$ cat src/hw/rtl/fpdc_pkg.sv
package fpdc_pkg;

  localparam int TIME_W        = 48;
  localparam int CNT_W         = 16;
  localparam int CODE_W        = 16;
  localparam int TIME_BITS_DEF = 48;

  typedef enum logic [1:0] {
    OP_LOAD  = 2'd0,
    OP_PULSE = 2'd1,
    OP_ARM   = 2'd2,
    OP_ABORT = 2'd3
  } op_t;

  typedef enum logic [1:0] {
    EV_NONE   = 2'd0,
    EV_TARGET = 2'd1,
    EV_WARN   = 2'd2,
    EV_BUSY   = 2'd3
  } ev_t;

  localparam logic [CODE_W-1:0] CODE_OFFSET = 16'd1000;
  localparam logic [CNT_W-1:0]  HI_LIMIT    = 16'd199;
  localparam logic [CNT_W-1:0]  MID_LIMIT   = 16'd149;
  localparam logic [CNT_W-1:0]  TARGET_RST  = 16'd40;
  localparam logic [CNT_W-1:0]  WARN_RST    = 16'd40;

  localparam int PCT_W = 7;
  localparam logic [PCT_W-1:0] PCT_HI  = 7'd60;
  localparam logic [PCT_W-1:0] PCT_MID = 7'd84;
  localparam logic [PCT_W-1:0] PCT_LO  = 7'd89;

  // floor(x / 100) as (x * ceil(2^30 / 100)) >> 30, exact for x below 2^23
  localparam int PROD_W      = 23;
  localparam int RECIP_W     = 24;
  localparam int RECIP_SHIFT = 30;
  localparam logic [RECIP_W-1:0] RECIP_M = 24'd10737419;

  typedef struct packed {
    logic take;
    logic mul;
    logic scale;
    logic div;
    logic emit;
  } cmd_t;

  typedef struct packed {
    logic warn_job;
    logic div_job;
  } sts_t;

endpackage

$ cat src/hw/rtl/fpdc_in_if.sv
interface fpdc_in_if import fpdc_pkg::*; ();
  logic              valid;
  logic              ready;
  logic [1:0]        opcode;
  logic [CODE_W-1:0] target_code;
  logic [TIME_W-1:0] now_us;

  modport source (output valid, opcode, target_code, now_us, input ready);
  modport sink   (input valid, opcode, target_code, now_us, output ready);
endinterface

$ cat src/hw/rtl/fpdc_out_if.sv
interface fpdc_out_if import fpdc_pkg::*; ();
  logic              valid;
  logic              ready;
  logic [1:0]        event_res;
  logic              pulse_time_valid;
  logic [TIME_W-1:0] pulse_time_us;
  logic [CNT_W-1:0]  pulse_count;
  logic              checking;

  modport source (output valid, event_res, pulse_time_valid, pulse_time_us, pulse_count,
                  checking, input ready);
  modport sink   (input valid, event_res, pulse_time_valid, pulse_time_us, pulse_count,
                  checking, output ready);
endinterface

$ cat src/hw/rtl/fpdc_ctrl.sv
module fpdc_ctrl import fpdc_pkg::*; #(
  parameter int TIME_BITS = TIME_BITS_DEF
) (
  input  logic clk,
  input  logic rst_n,
  input  logic in_valid,
  output logic in_ready,
  output logic out_valid,
  input  logic out_ready,
  input  sts_t sts,
  output cmd_t cmd
);

  localparam int ITERS = (TIME_BITS + 1) / 2;
  localparam int IT_W  = $clog2(ITERS);

  typedef enum logic [4:0] {
    S_IDLE  = 5'b00001,
    S_MUL   = 5'b00010,
    S_SCALE = 5'b00100,
    S_DIV   = 5'b01000,
    S_EMIT  = 5'b10000
  } state_t;

  state_t          state_r, state_nxt;
  logic [IT_W-1:0] iter_r, iter_nxt;
  logic            out_valid_r, out_valid_nxt;
  logic            take, emit;

  assign in_ready  = (state_r == S_IDLE);
  assign out_valid = out_valid_r;
  assign take      = (state_r == S_IDLE) && in_valid;
  assign emit      = (state_r == S_EMIT) && (!out_valid_r || out_ready);

  assign cmd.take  = take;
  assign cmd.mul   = (state_r == S_MUL);
  assign cmd.scale = (state_r == S_SCALE);
  assign cmd.div   = (state_r == S_DIV);
  assign cmd.emit  = emit;

  always_comb begin
    state_nxt     = state_r;
    iter_nxt      = iter_r;
    out_valid_nxt = emit | (out_valid_r & ~out_ready);
    case (state_r)
      S_IDLE: begin
        iter_nxt = IT_W'(ITERS - 1);
        if (in_valid) begin
          if (sts.warn_job) begin
            state_nxt = S_MUL;
          end else if (sts.div_job) begin
            state_nxt = S_DIV;
          end else begin
            state_nxt = S_EMIT;
          end
        end
      end
      S_MUL:   state_nxt = S_SCALE;
      S_SCALE: state_nxt = S_EMIT;
      S_DIV: begin
        if (iter_r == '0) begin
          state_nxt = S_EMIT;
        end else begin
          iter_nxt = iter_r - 1'b1;
        end
      end
      S_EMIT: begin
        if (emit) begin
          state_nxt = S_IDLE;
        end
      end
      default: state_nxt = S_IDLE;
    endcase
  end

  always_ff @(posedge clk) begin
    if (!rst_n) begin
      state_r     <= S_IDLE;
      iter_r      <= '0;
      out_valid_r <= 1'b0;
    end else begin
      state_r     <= state_nxt;
      iter_r      <= iter_nxt;
      out_valid_r <= out_valid_nxt;
    end
  end

endmodule

$ cat src/hw/rtl/fpdc_dp.sv
module fpdc_dp import fpdc_pkg::*; #(
  parameter int TIME_BITS = TIME_BITS_DEF
) (
  input  logic              clk,
  input  logic              rst_n,
  input  cmd_t              cmd,
  output sts_t              sts,
  input  logic [1:0]        opcode,
  input  logic [CODE_W-1:0] target_code,
  input  logic [TIME_W-1:0] now_us,
  output logic [1:0]        event_res,
  output logic              pulse_time_valid,
  output logic [TIME_W-1:0] pulse_time_us,
  output logic [CNT_W-1:0]  pulse_count,
  output logic              checking
);

  localparam int ITERS = (TIME_BITS + 1) / 2;
  localparam int DW    = 2 * ITERS;
  localparam int SC_W  = PROD_W + RECIP_W;

  // dose state
  logic [CNT_W-1:0]     pulse_count_r, pulse_count_nxt;
  logic [CNT_W-1:0]     dose_target_r, dose_target_nxt;
  logic [CNT_W-1:0]     warn_level_r, warn_level_nxt;
  logic                 check_active_r, check_active_nxt;
  logic                 warn_armed_r, warn_armed_nxt;
  logic                 measure_armed_r, measure_armed_nxt;
  logic [TIME_BITS-1:0] start_time_r, start_time_nxt;

  // work registers
  logic [PROD_W-1:0]    prod_r, prod_nxt;
  logic [DW-1:0]        acc_r, acc_nxt;
  logic [CNT_W-1:0]     rem_r, rem_nxt;
  logic [CNT_W-1:0]     div_r, div_nxt;
  logic [1:0]           ev_r, ev_nxt;
  logic                 ptv_r, ptv_nxt;

  logic [1:0]           out_event_r;
  logic                 out_ptv_r;
  logic [TIME_W-1:0]    out_time_r;
  logic [CNT_W-1:0]     out_count_r;
  logic                 out_checking_r;

  logic [TIME_BITS-1:0] now_tb, elapsed;
  logic [CNT_W-1:0]     count_inc, code_sub;
  logic                 hit, warn_hit, code_warn;
  logic [PCT_W-1:0]     pct;
  logic [SC_W-1:0]      scaled;
  logic [CNT_W:0]       r1, r2;
  logic                 q1, q2;
  logic [CNT_W-1:0]     rem1, rem2;
  logic [DW-1:0]        a1, a2;

  assign now_tb    = TIME_BITS'(now_us);
  assign elapsed   = now_tb - start_time_r;
  assign count_inc = (pulse_count_r != '1) ? pulse_count_r + 1'b1 : pulse_count_r;
  assign hit       = check_active_r && (count_inc >= dose_target_r);
  assign warn_hit  = check_active_r && !hit && warn_armed_r && (count_inc >= warn_level_r);
  assign code_warn = (target_code >= CODE_OFFSET);
  assign code_sub  = target_code - CODE_OFFSET;

  assign sts.warn_job = (opcode == OP_LOAD) && !check_active_r && code_warn;
  assign sts.div_job  = (opcode == OP_PULSE) && hit && measure_armed_r;

  always_comb begin
    if (dose_target_r > HI_LIMIT) begin
      pct = PCT_HI;
    end else if (dose_target_r > MID_LIMIT) begin
      pct = PCT_MID;
    end else begin
      pct = PCT_LO;
    end
  end

  assign scaled = SC_W'(prod_r) * SC_W'(RECIP_M);

  // two restoring steps per cycle
  always_comb begin
    r1   = {rem_r, acc_r[DW-1]};
    q1   = (r1 >= {1'b0, div_r});
    rem1 = q1 ? CNT_W'(r1 - {1'b0, div_r}) : r1[CNT_W-1:0];
    a1   = {acc_r[DW-2:0], q1};
    r2   = {rem1, a1[DW-1]};
    q2   = (r2 >= {1'b0, div_r});
    rem2 = q2 ? CNT_W'(r2 - {1'b0, div_r}) : r2[CNT_W-1:0];
    a2   = {a1[DW-2:0], q2};
  end

  always_comb begin
    pulse_count_nxt   = pulse_count_r;
    dose_target_nxt   = dose_target_r;
    warn_level_nxt    = warn_level_r;
    check_active_nxt  = check_active_r;
    warn_armed_nxt    = warn_armed_r;
    measure_armed_nxt = measure_armed_r;
    start_time_nxt    = start_time_r;
    prod_nxt          = prod_r;
    acc_nxt           = acc_r;
    rem_nxt           = rem_r;
    div_nxt           = div_r;
    ev_nxt            = ev_r;
    ptv_nxt           = ptv_r;
    if (cmd.take) begin
      ev_nxt  = EV_NONE;
      ptv_nxt = 1'b0;
      case (opcode)
        OP_LOAD: begin
          if (check_active_r) begin
            ev_nxt = EV_BUSY;
          end else begin
            if (code_warn) begin
              dose_target_nxt = code_sub;
            end else begin
              dose_target_nxt = target_code;
              warn_level_nxt  = '0;
              warn_armed_nxt  = 1'b0;
            end
            pulse_count_nxt  = '0;
            check_active_nxt = 1'b1;
            if (measure_armed_r) begin
              start_time_nxt = now_tb;
            end
          end
        end
        OP_PULSE: begin
          pulse_count_nxt = count_inc;
          if (hit) begin
            ev_nxt           = EV_TARGET;
            check_active_nxt = 1'b0;
            if (measure_armed_r) begin
              measure_armed_nxt = 1'b0;
              ptv_nxt           = 1'b1;
              acc_nxt           = DW'(elapsed);
              rem_nxt           = '0;
              div_nxt           = (dose_target_r == '0) ? CNT_W'(1) : dose_target_r;
            end
          end else if (warn_hit) begin
            ev_nxt         = EV_WARN;
            warn_armed_nxt = 1'b0;
          end
        end
        OP_ARM:   measure_armed_nxt = 1'b1;
        OP_ABORT: check_active_nxt  = 1'b0;
        default:  ev_nxt = EV_NONE;
      endcase
    end
    if (cmd.mul) begin
      prod_nxt = PROD_W'(dose_target_r) * PROD_W'(pct);
    end
    if (cmd.scale) begin
      warn_level_nxt = scaled[RECIP_SHIFT +: CNT_W];
      warn_armed_nxt = (scaled[RECIP_SHIFT +: CNT_W] != '0);
    end
    if (cmd.div) begin
      acc_nxt = a2;
      rem_nxt = rem2;
    end
  end

  always_ff @(posedge clk) begin
    if (!rst_n) begin
      pulse_count_r   <= '0;
      dose_target_r   <= TARGET_RST;
      warn_level_r    <= WARN_RST;
      check_active_r  <= 1'b0;
      warn_armed_r    <= 1'b0;
      measure_armed_r <= 1'b0;
      start_time_r    <= '0;
    end else begin
      pulse_count_r   <= pulse_count_nxt;
      dose_target_r   <= dose_target_nxt;
      warn_level_r    <= warn_level_nxt;
      check_active_r  <= check_active_nxt;
      warn_armed_r    <= warn_armed_nxt;
      measure_armed_r <= measure_armed_nxt;
      start_time_r    <= start_time_nxt;
    end
  end

  always_ff @(posedge clk) begin
    prod_r <= prod_nxt;
    acc_r  <= acc_nxt;
    rem_r  <= rem_nxt;
    div_r  <= div_nxt;
    ev_r   <= ev_nxt;
    ptv_r  <= ptv_nxt;
    if (cmd.emit) begin
      out_event_r    <= ev_r;
      out_ptv_r      <= ptv_r;
      out_time_r     <= ptv_r ? TIME_W'(acc_r) : '0;
      out_count_r    <= pulse_count_r;
      out_checking_r <= check_active_r;
    end
  end

  assign event_res        = out_event_r;
  assign pulse_time_valid = out_ptv_r;
  assign pulse_time_us    = out_time_r;
  assign pulse_count      = out_count_r;
  assign checking         = out_checking_r;

endmodule

$ cat src/hw/rtl/flow_pulse_dose_counter_core.sv
// channel  | modport | moves per transfer
// in_ch    | sink    | opcode, target_code, now_us
// out_ch   | source  | event_res, pulse_time_valid, pulse_time_us, pulse_count, checking
//
// an item goes from the idle state to the emit state and then into the output register; a load with
// early warning first passes through percentage multiply, then reciprocal scale by 1/100
// a pulse that reaches the target with measurement armed first passes through the divider, which
// retires two quotient bits a cycle
// synchronous reset clears count and flags, target and warning level return to 40
// one item at a time; the next item is taken while a result waits in the output register,
// and its own result then holds until that register is free
module flow_pulse_dose_counter_core import fpdc_pkg::*; #(
  parameter int TIME_BITS = TIME_BITS_DEF
) (
  input  logic       clk,
  input  logic       rst_n,
  fpdc_in_if.sink    in_ch,
  fpdc_out_if.source out_ch
);

  cmd_t cmd;
  sts_t sts;

  fpdc_ctrl #(
    .TIME_BITS (TIME_BITS)
  ) u_ctrl (
    .clk       (clk),
    .rst_n     (rst_n),
    .in_valid  (in_ch.valid),
    .in_ready  (in_ch.ready),
    .out_valid (out_ch.valid),
    .out_ready (out_ch.ready),
    .sts       (sts),
    .cmd       (cmd)
  );

  fpdc_dp #(
    .TIME_BITS (TIME_BITS)
  ) u_dp (
    .clk              (clk),
    .rst_n            (rst_n),
    .cmd              (cmd),
    .sts              (sts),
    .opcode           (in_ch.opcode),
    .target_code      (in_ch.target_code),
    .now_us           (in_ch.now_us),
    .event_res        (out_ch.event_res),
    .pulse_time_valid (out_ch.pulse_time_valid),
    .pulse_time_us    (out_ch.pulse_time_us),
    .pulse_count      (out_ch.pulse_count),
    .checking         (out_ch.checking)
  );

endmodule
$ cat src/flat_wrapper.sv
// flat-port wrapper written by rule: the top's interface ports become plain ports
module flow_pulse_dose_counter_core_flat import fpdc_pkg::*;
#(
  parameter int TIME_BITS = TIME_BITS_DEF
)
  (clk, rst_n, in_ch_valid, in_ch_opcode, in_ch_target_code, in_ch_now_us, in_ch_ready, out_ch_valid, out_ch_event_res, out_ch_pulse_time_valid, out_ch_pulse_time_us, out_ch_pulse_count, out_ch_checking, out_ch_ready);
  fpdc_in_if in_ch_i ();
  fpdc_out_if out_ch_i ();
  input  logic clk;
  input  logic rst_n;
  input wire logic [$bits(in_ch_i.valid)-1:0] in_ch_valid;
  input wire logic [$bits(in_ch_i.opcode)-1:0] in_ch_opcode;
  input wire logic [$bits(in_ch_i.target_code)-1:0] in_ch_target_code;
  input wire logic [$bits(in_ch_i.now_us)-1:0] in_ch_now_us;
  output wire logic [$bits(in_ch_i.ready)-1:0] in_ch_ready;
  output wire logic [$bits(out_ch_i.valid)-1:0] out_ch_valid;
  output wire logic [$bits(out_ch_i.event_res)-1:0] out_ch_event_res;
  output wire logic [$bits(out_ch_i.pulse_time_valid)-1:0] out_ch_pulse_time_valid;
  output wire logic [$bits(out_ch_i.pulse_time_us)-1:0] out_ch_pulse_time_us;
  output wire logic [$bits(out_ch_i.pulse_count)-1:0] out_ch_pulse_count;
  output wire logic [$bits(out_ch_i.checking)-1:0] out_ch_checking;
  input wire logic [$bits(out_ch_i.ready)-1:0] out_ch_ready;
  assign in_ch_i.valid = in_ch_valid;
  assign in_ch_i.opcode = in_ch_opcode;
  assign in_ch_i.target_code = in_ch_target_code;
  assign in_ch_i.now_us = in_ch_now_us;
  assign in_ch_ready = in_ch_i.ready;
  assign out_ch_valid = out_ch_i.valid;
  assign out_ch_event_res = out_ch_i.event_res;
  assign out_ch_pulse_time_valid = out_ch_i.pulse_time_valid;
  assign out_ch_pulse_time_us = out_ch_i.pulse_time_us;
  assign out_ch_pulse_count = out_ch_i.pulse_count;
  assign out_ch_checking = out_ch_i.checking;
  assign out_ch_i.ready = out_ch_ready;
  flow_pulse_dose_counter_core #(.TIME_BITS(TIME_BITS)) u_core (.clk(clk), .rst_n(rst_n), .in_ch(in_ch_i), .out_ch(out_ch_i));
endmodule
$ cat config.mk
export PLATFORM = sky130hd
export DESIGN_NAME = flow_pulse_dose_counter_core_flat
export DESIGN_NICKNAME = d
export VERILOG_FILES = /design/src/hw/rtl/fpdc_pkg.sv /design/src/hw/rtl/fpdc_in_if.sv /design/src/hw/rtl/fpdc_out_if.sv /design/src/hw/rtl/fpdc_ctrl.sv /design/src/hw/rtl/fpdc_dp.sv /design/src/hw/rtl/flow_pulse_dose_counter_core.sv /design/src/flat_wrapper.sv
export SDC_FILE = /design/constraint.sdc
export NUM_CORES = 1
export LEC_CHECK = 0
export ABC_AREA = 1
export BUFFER_PORTS_ARGS = -buffer_cell sky130_fd_sc_hd__buf_2
export CELL_PAD_IN_SITES_DETAIL_PLACEMENT = 1
export CELL_PAD_IN_SITES_GLOBAL_PLACEMENT = 1
export CORE_UTILIZATION = 48
export DETAILED_ROUTE_END_ITERATION = 7
export PLACE_DENSITY_LB_ADDON = 0.2
export SLEW_MARGIN = 40
export SYNTH_ARGS = -nofsm -noshare
export SYNTH_HDL_FRONTEND = slang
export SYNTH_SLANG_ARGS = --single-unit
$ cat constraint.sdc
create_clock -name clk -period 10.7 [get_ports clk]
set_input_delay 0.535 -clock clk [delete_from_list [all_inputs] [get_ports clk]]
set_output_delay 0.535 -clock clk [all_outputs]
set_load 0.1 [all_outputs]
After elaboration in Yosys (flattened, before gate mapping)
Cells that the tools add are included.
- add/subtract/negate cells: 6
- multiply operators: 2
- $lt $le $gt $ge: 7
- eq/ne operators: 21
- mux-type cells: 46
- bitwise gates (word level): 4
- reduce and logical (&&, ||, !) cells: 41
- operators by type and width (kind ; number):
    2-to-1 mux 16 bit ; 15
    2-to-1 mux 48 bit ; 5
    subtractor 48 bit ; 1
    multiplier 23 x 24 -> 46 bit (second input constant) ; 1
    greater-or-equal comparator 17 x 16 -> 1 bit ; 2
    greater-or-equal comparator 16 bit ; 2
    > comparator 16 x 8 -> 1 bit (second input constant) ; 2
    one-hot mux 16 bit (2 select lines) ; 1
    subtractor 16 bit ; 2
    2-to-1 mux 5 bit ; 6
    one-hot mux 5 bit (5 select lines) ; 1
    multiplier 16 x 7 -> 23 bit ; 1
    nonzero test 2 bit ; 9
    adder 16 x 1 -> 16 bit (second input constant) ; 1
    greater-or-equal comparator 16 x 10 -> 1 bit (second input constant) ; 1
    logical NOT 16 bit ; 1
    != test 16 bit (second input constant) ; 1
    AND reduction 4 bit ; 4
    nonzero test 16 bit ; 1
    subtractor 16 x 10 -> 16 bit (second input constant) ; 1
    AND reduction 3 bit ; 5
    != test 2 bit (second input constant) ; 6
    != test 3 x 2 -> 1 bit (second input constant) ; 4
    logical AND 1 bit ; 10
    other kinds (27) ; 44
- flip-flop bits (word level): 284
- input bits: 70
- word-level logic and storage cells: 148

Longest topological paths before layout
Gate-level depths: netlist of the first run.
- word-level depth: 13
- mapped depth: 34

Modules after synthesis
A second synthesis of the first run with hierarchy kept.
- cell total of the unflattened synthesis: 3875
- area total of the unflattened synthesis: 30465.5 um^2
- modules (own cells, without submodules) (module ; instances ; cells each ; area an instance (um^2) ; sequential area each (um^2)):
    fpdc_dp ; 1 ; 3778 ; 29778.6 ; 7206.9
    fpdc_ctrl ; 1 ; 97 ; 686.9 ; 220.2

Least setup slack after synthesis of the first run
No wires, ideal clock.
- path type: register to register
- start point: register u_core.u_dp.pulse_count_r[0]
- end point: register u_core.u_dp.acc_r[0] (enable)
- data arrival time: 7090 ps
- required time: 10125 ps
- path slack: 3035 ps
- cell stages (with the launch flop): 18
- buffers on the path: 0
- period minus slack after synthesis: 7665 ps
- cells stage by stage: dfxtp_1 ha_1 nand2_1 nor3_1 nand2_1 nor2_2 nand3_2 inv_2 nor3_1 xor2_1 ha_1 a21oi_1 o21ai_0 nand4_1 o211a_1 nand2_1 nand4_1 o21ai_0
- word-level cells in the longest chain between the ends: 6
- elaborated cells on any way between the ends: 7
- classes of those cells: 1 x add/sub; 1 x order compare; 1 x eq/ne; 1 x mux; 3 x reduce/logical
- ends and longest elaborated chain (what ; RTL line ; text):
    start, declared ; fpdc_dp.sv:23 ; logic [CNT_W-1:0] pulse_count_r, pulse_count_nxt;
    start signal, assigned ; fpdc_dp.sv:171 ; pulse_count_r <= pulse_count_nxt;
    adder 16 x 1 -> 16 bit / != test 16 bit (equally long branches) ; fpdc_dp.sv:57 ; assign count_inc = (pulse_count_r != '1) ? pulse_count_r + 1'b1 : pulse_count_r;
    2-to-1 mux 16 bit (*) ; fpdc_dp.sv:57 ;
    greater-or-equal comparator 16 bit (*) ; fpdc_dp.sv:58 ; assign hit = check_active_r && (count_inc >= dose_target_r);
    logical AND 1 bit (*) ; fpdc_dp.sv:58 ;
    nonzero test 2 bit (no source line) (*) ; n/a ;
    AND reduction 4 bit (no source line) (*) ; n/a ;
    end signal, assigned ; fpdc_dp.sv:183 ; acc_r <= acc_nxt;
    end, declared ; fpdc_dp.sv:33 ; logic [DW-1:0] acc_r, acc_nxt;
Mark *: on every way between the ends. The rest lies on a longest branch, timed or not.
A chain may end at the register's enable or synchronous reset.

Final worst setup path of the first run
- start point: register u_core.u_dp.prod_r[6]
- end point: register u_core.u_dp.warn_armed_r
- word-level cells in the longest chain between the ends: 3
- ends and longest elaborated chain (what ; RTL line ; text):
    start, declared ; fpdc_dp.sv:32 ; logic [PROD_W-1:0] prod_r, prod_nxt;
    start signal, assigned ; fpdc_dp.sv:182 ; prod_r <= prod_nxt;
    multiplier 23 x 24 -> 46 bit ; fpdc_dp.sv:76 ; assign scaled = SC_W'(prod_r) * SC_W'(RECIP_M);
    nonzero test 16 bit ; fpdc_dp.sv:153 ; warn_armed_nxt = (scaled[RECIP_SHIFT +: CNT_W] != '0);
    2-to-1 mux 1 bit ; fpdc_dp.sv:151 ; if (cmd.scale) begin
    end signal, assigned ; fpdc_dp.sv:175 ; warn_armed_r <= warn_armed_nxt;
    end, declared ; fpdc_dp.sv:27 ; logic warn_armed_r, warn_armed_nxt;
No other way between the ends.

==> flow_summary.json, run 1 <==
{
  "start_kind": "flip-flop",
  "cts_tree": "yes",
  "reg2regPathDepth": 27,
  "clock-sinks": 284,
  "grt_pass1_vias": 27960,
  "maxSlewViolCount": 0,
  "grt_use_total": 0.3142,
  "power.density_mw_per_mm2": 170.2,
  "rr_startpoint": "u_core.u_dp.prod_r[6]",
  "maxCapViolCount": 0,
  "p_int_mw": 2.882,
  "synth_ff_type": "edfxtp_1",
  "synth.top_cell.area_share": 0.1725,
  "dr_total_vias": 26169,
  "core.rowCount": 91,
  "drtIter0Drc": 1480,
  "status": "finished, final reports clean",
  "avgViaCountPerCell": 5.390,
  "cts-hold-fix-buffers": 0,
  "antenna_found_initial": 1,
  "fin_skew_ns": 0.02033,
  "ios": 140,
  "slowest_stage": "fa_1",
  "fin_tns_setup_ns": 0,
  "cts_resized": 0,
  "yosysSeqAreaShare": 0.2438,
  "grt_pass1_wl_um": 156400,
  "hp-class": "primary input to flip-flop",
  "clockBufferDepth": 3,
  "arrival_ns": 7.26,
  "slowest_delay_ns": 0.55,
  "nNetsFinal": 4720,
  "p_sw_mw": 2.731,
  "clk_latency_ns": 0.57,
  "swShare": 0.4865,
  "multi_input_area_mm2": 0.01953,
  "path_clk_slew_ns": 0.07,
  "ctsHtreeMaxLevel": 2,
  "cts_root_buf": "clkbuf_16",
  "worstMarginPinSlew_ns": 0.9580,
  "fin_util": 0.5306,
  "port_buffers": 139,
  "synthTopCellsByArea": "ha_1 (17%), edfxtp_1 (17%), fa_1 (16%), nand2_1 (11%), inv_1 (10%)",
  "dpl.hpwl_um": 82760,
  "fill_cells": 7880,
  "synth_top_area_cell": "ha_1",
  "hp-start": "in_ch_now_us[36]",
  "cts_buffers": 34,
  "crit_family": "adder cells",
  "synthCells": 3903,
  "crit_type": "flip-flop to flip-flop",
  "rsz0062_at_grt": "false",
  "syn_area_per_cell_um2": 7.805,
  "critPathBufInv": 7,
  "die-area_mm2": 0.06448,
  "drive_gt1_frac": 0.06421,
  "wl_um": 99370,
  "regToRegSetupSlack_ns": 3.90,
  "critPathLaunch": "u_core.u_dp.prod_r[6]",
  "synth_warnings": 0,
  "ant_nets": 0,
  "insertedDiodeCount": 0,
  "pwr-share-comb": 0.567,
  "layout_commonest_cell": "nand2_1",
  "grt_overflow": 0,
  "initial_utilization": 0.4900,
  "peakVddDrop_v": 0.0001354,
  "r2r_end": "u_core.u_dp.warn_armed_r",
  "routabilityCongestion": 0.9577,
  "grt_max_degree": 95,
  "hold_end": "u_core.u_dp.start_time_r[36]",
  "p_leak_nw": 16.53,
  "remaining_drc_errors": 0,
  "final_cell_mix": "nand2_1 (866), inv_1 (819), ha_1 (420), nor2_1 (266), a21oi_1 (239)",
  "ys_seq_elements": 284,
  "critPathMaxFanout": 7,
  "max_slew_margin": 0.3546,
  "drtPass1Iterations": 5,
  "seq_power_share": 0.222,
  "min_period_over_period": 0.6356,
  "clkPwrFrac": 0.211,
  "synth_edf_count": 174,
  "core-area_mm2": 0.06217,
  "min_path_cells": 3,
  "syn_area_mm2": 0.03046,
  "regArea_mm2": 0.007427,
  "fp.dieW_um": 253.9,
  "wl_per_cell_um": 20.47,
  "async_flop_share": 0,
  "finalSetupViolCount": 0,
  "cts_setup_buffers": 0,
  "fmax_mhz": 147.0,
  "synth_cell_types": 53,
  "area_growth_pct": 8.276,
  "endpoint_kind": "flip-flop",
  "worstPathRequired_ns": 11.16,
  "die_h_um": 253.9,
  "hold_viol": 0,
  "fin_crit_ns": 6.801
}
-- per-layer routing --
layer | wire length [µm] | GRT usage | up-vias | share of wire
li1 | - | - | 12528 | -
met1 | 44800 | 0.4231 | 12977 | 0.45
met2 | 47720 | 0.5327 | 528 | 0.48
met3 | 4348 | 0.03564 | 136 | 0.044
met4 | 2495 | 0.08417 | 0 | 0.025
met5 | 0 | 0 | - | 0
-- Yosys cell counts, types with 2 or more instances --
master	number
buf_6	8
a21oi_1	240
nand3_1	156
o22ai_1	2
nand3_2	2
dfxtp_1	110
a21o_1	12
a21boi_0	5
clkbuf_1	87
nand2_1	866
a31oi_1	33
buf_1	3
buf_4	4
fa_1	237
o21ai_2	2
nor3_1	38
xor2_1	47
o21bai_1	10
nor2_1	267
or2_2	25
nand3b_1	5
a211oi_1	4
inv_2	4
a21oi_4	2
buf_2	5
inv_1	819
nand2_2	6
ha_1	420
nand4_1	40
o21ai_1	25
and3_1	7
nand2_4	3
nor3_2	3
o21ai_0	160
nor4_1	14
o31ai_1	3
o211ai_1	8
xnor2_1	33
edfxtp_1	174
-- worst min-delay path: stages --
cell     delay [ns]
buf_2          0.10
o21ai_1        0.06
a21oi_1        0.10
-- registers in the layout (all words and copies together), names as in the netlist, 16 cells and up --
register and count:
u_core.u_dp.acc_r 48, u_core.u_dp.pulse_time_us 48, u_core.u_dp.warn_level_r 16, u_core.u_dp.pulse_count 16, u_core.u_dp.div_r 16, u_core.u_dp.pulse_count_r 16
u_core.u_dp.prod_r 23, u_core.u_dp.dose_target_r 16, u_core.u_dp.rem_r 16, u_core.u_dp.start_time_r 48
-- stage by stage --
stage	cell area [µm²]	std cells	hold WS [ns]	setup slack [ns]	total power, mW
final	32990	4855	0.2792	3.899	5.613
after global routing	32990	4855	0.2761	3.521	6.041
after CTS	32980	4855	0.2596	3.921	5.614
after detailed placement	31900	4794	0.4288	3.948	4.411
after global placement	31890	4794	0.4424	4.083	4.323
after floorplan	30500	3912	0.4003	3.035	3.406
-- area by class of cell --
class,instances,share of cell area
sequential,284,0.2252
inverter,824,0.09388
tap,837,0.03175
clock buffer,46,0.02716
multi-input combinational,2697,0.5921
clock inverter,15,0.005690
timing repair buffer,152,0.02428
-- power groups by stage --
stage,combinational (mW),clock [mW],sequential [mW]
after floorplan,2.08,0,1.33
after global placement,3.05,0,1.27
after detailed placement,3.14,0,1.27
after CTS,3.17,1.20,1.25
after global routing,3.55,1.24,1.25
final,3.18,1.18,1.25
-- cells by family (layout without fill, tap and decap cells) --
family / count (synthesis) / count (layout) / share of synthesized area
simple gates: 1438 / 1438 / 0.1966
flops: 284 / 284 / 0.2438
other cells: 1 / 10 / 0.0001231
compound gates: 512 / 512 / 0.09085
buf+inv: 931 / 1037 / 0.1174
fa+ha+maj: 657 / 657 / 0.3282
xor+xnor: 80 / 80 / 0.02300
-- worst max path at each step --
stage	to	slack [ns]	cells past startpoint
2_1_floorplan	u_core.u_dp.acc_r[0]	3.04	17
3_3_place_gp	u_core.u_dp.warn_armed_r	4.08	29
3_5_place_dp	u_core.u_dp.warn_armed_r	3.95	29
4_1_cts	u_core.u_dp.warn_armed_r	3.92	29
5_1_grt	u_core.u_dp.warn_armed_r	3.52	29
6_report	u_core.u_dp.warn_armed_r	3.90	27
Note: power is estimated with default switching activity, not from simulation.
==> run 2: changes to the inputs <==
--- a/config.mk
+++ b/config.mk
@@ -9,7 +9,7 @@
 export BUFFER_PORTS_ARGS = -buffer_cell sky130_fd_sc_hd__buf_2
 export CELL_PAD_IN_SITES_DETAIL_PLACEMENT = 1
 export CELL_PAD_IN_SITES_GLOBAL_PLACEMENT = 1
-export CORE_UTILIZATION = 48
+export CORE_UTILIZATION = 43
 export DETAILED_ROUTE_END_ITERATION = 7
 export PLACE_DENSITY_LB_ADDON = 0.2
 export SLEW_MARGIN = 40
==> constraint.sdc (replaced) <==
create_clock -name clk -period 6 [get_ports clk]
set_input_delay 0.3 -clock clk [delete_from_list [all_inputs] [get_ports clk]]
set_output_delay 0.3 -clock clk [all_outputs]
set_load 0.1 [all_outputs]
==> flow_summary.json, run 2 (same netlist as run 1, synthesis figures left out) <==
{
  "status": "finished, violations left",
  "violations": "setup timing",
  "power.density_mw_per_mm2": 341.1,
  "critPathLaunch": "u_core.u_dp.prod_r[4]",
  "maxSlewViolCount": 0,
  "grt_pass1_vias": 28150,
  "clock-sinks": 284,
  "fin_tns_setup_ns": -2.560,
  "drtIter0Drc": 1233,
  "initial_utilization": 0.4350,
  "peakVddDrop_v": 0.0002610,
  "grt_overflow": 0,
  "crit_type": "flip-flop to flip-flop",
  "fin_ws_ns": -0.3413,
  "start_kind": "flip-flop",
  "grt_use_total": 0.2855,
  "rsz0062_at_grt": "true",
  "area_growth_pct": 16.08,
  "ctsHtreeMaxLevel": 2,
  "die-area_mm2": 0.07192,
  "hp-start": "in_ch_now_us[26]",
  "grt_max_degree": 93,
  "min_period_over_period": 1.057,
  "r2r_end": "u_core.u_dp.warn_armed_r",
  "ant_nets": 0,
  "clockBufferDepth": 3,
  "layout_commonest_cell": "nand2_1",
  "regToRegSetupSlack_ns": -0.34,
  "core-area_mm2": 0.07003,
  "timing.hold.ws_ns": 0.03630,
  "antenna_found_initial": 3,
  "cts_tree": "yes",
  "maxCapViolCount": 0,
  "finalSetupViolCount": 17,
  "wl_per_cell_um": 19.78,
  "hp-class": "primary input to flip-flop",
  "reg2regPathDepth": 27,
  "avgViaCountPerCell": 5.189,
  "drive_gt1_frac": 0.1421,
  "cts_buffers": 35,
  "port_buffers": 139,
  "rr_startpoint": "u_core.u_dp.prod_r[4]",
  "die_h_um": 268.2,
  "routabilityCongestion": 0.9300,
  "remaining_drc_errors": 0,
  "fin_crit_ns": 6.341,
  "core.rowCount": 97,
  "wl_um": 101700,
  "clk_latency_ns": 0.58,
  "worstPathRequired_ns": 6.46,
  "min_path_cells": 3,
  "max_slew_margin": 0.4368,
  "fin_skew_ns": 0.03743,
  "p_leak_nw": 17.51,
  "critPathMaxFanout": 3,
  "cts_root_buf": "clkbuf_16",
  "dr_total_vias": 26685,
  "nNetsFinal": 4901,
  "worstMarginPinSlew_ns": 0.8360,
  "arrival_ns": 6.80,
  "hold_end": "u_core.u_dp.start_time_r[26]",
  "drtPass1Iterations": 5,
  "grt_pass1_wl_um": 158700,
  "hold_viol": 0,
  "endpoint_kind": "flip-flop",
  "final_cell_mix": "nand2_1 (820), inv_1 (799), ha_1 (396), nor2_1 (232), a21oi_1 (226)",
  "fp.dieW_um": 268.2,
  "dpl.hpwl_um": 83340,
  "fmax_mhz": 157.7,
  "path_clk_slew_ns": 0.06,
  "ios": 140
}
run 2: changes by cell type in the layout (fill, tap and decap cells not counted), moves of 16 or more:
| cell | change |
|---|---|
| buf_4 | +162 |
| ha_1 | -24 |
| ha_4 | +21 |
| inv_1 | -20 |
| inv_2 | +19 |
| nand2_1 | -46 |
| nand2_2 | +35 |
| nor2_1 | -34 |
| nor2_2 | +18 |
| nor2_4 | +16 |
run 2: area by class of cell:
cell class	instances	area [µm²]
clock inverters	12	90.09
clock buffers	52	1066
repair buffers	332	2250
well taps	940	1176
diodes	2	5.005
multi-input cells	2697	20250
inverters	824	3099
flip-flops and latches	284	7427
fillers	8605	34660
run 2: report_power, final:
group	internal, mW	total (mW)	switching [mW]
sequential	2.18	2.21	0.0305
clock	1.25	2.19	0.946
combinational	2.93	7.66	4.74
run 2: how the worst max path moves through the flow:
stage | end | depth (start not counted)
floorplan | u_core.u_dp.warn_armed_r | 29
global placement | u_core.u_dp.warn_armed_r | 27
detailed placement | u_core.u_dp.warn_armed_r | 29
CTS | u_core.u_dp.warn_armed_r | 30
global route | u_core.u_dp.warn_armed_r | 27
finish | u_core.u_dp.warn_armed_r | 27
run 2: layer usage:
layer | wire length (µm) | track usage | vias to the layer above
met5 | 0 | 0 | -
met3 | 3889 | 0.03198 | 140
met2 | 48890 | 0.4882 | 460
met1 | 46290 | 0.3812 | 13207
met4 | 2636 | 0.07598 | 0
li1 | - | - | 12878
run 2: repair_timing:
action / in CTS / in global routing
hold buffers: 0 / 0
pin swaps: 83 / 53
gates resized for setup: 151 / 54
endpoints found under the setup margin: 17 / 17
buffers inserted: 16 / 7
cloned: 0 / 0
run 2: metrics by stage:
step | power, mW | std cells | setup WS (ns) | area (µm²) | utilization
final | 12.06 | 5143 | -0.3413 | 35360 | 0.5050
after global placement | 8.447 | 5054 | -0.3446 | 33230 | 0.4746
after detailed placement | 8.545 | 5054 | -0.4613 | 33240 | 0.4747
after CTS | 11.84 | 5134 | -0.03829 | 35160 | 0.5020
after global routing | 12.91 | 5141 | -0.5270 | 35360 | 0.5049
after floorplan | 6.074 | 3912 | 0.05580 | 30500 | -
run 2: critical path: stages (launching register included):
cell and delay (ns):
edfxtp_1 0.45, buf_6 0.16, fa_2 0.45, fa_1 0.54, inv_2 0.07, fa_1 0.59, inv_2 0.05, fa_2 0.57
fa_2 0.46, fa_1 0.60, inv_2 0.05, fa_1 0.51, inv_2 0.05, ha_4 0.30, nand2_4 0.07, nor2_2 0.15
buf_4 0.14, nand2_1 0.07, nor3_1 0.17, nand3_1 0.11, nand4_1 0.11, nand2_1 0.09, nor2_1 0.11, nand2_1 0.06
nor2_1 0.08, nand3_1 0.08, nand2_1 0.09, nor2_1 0.04
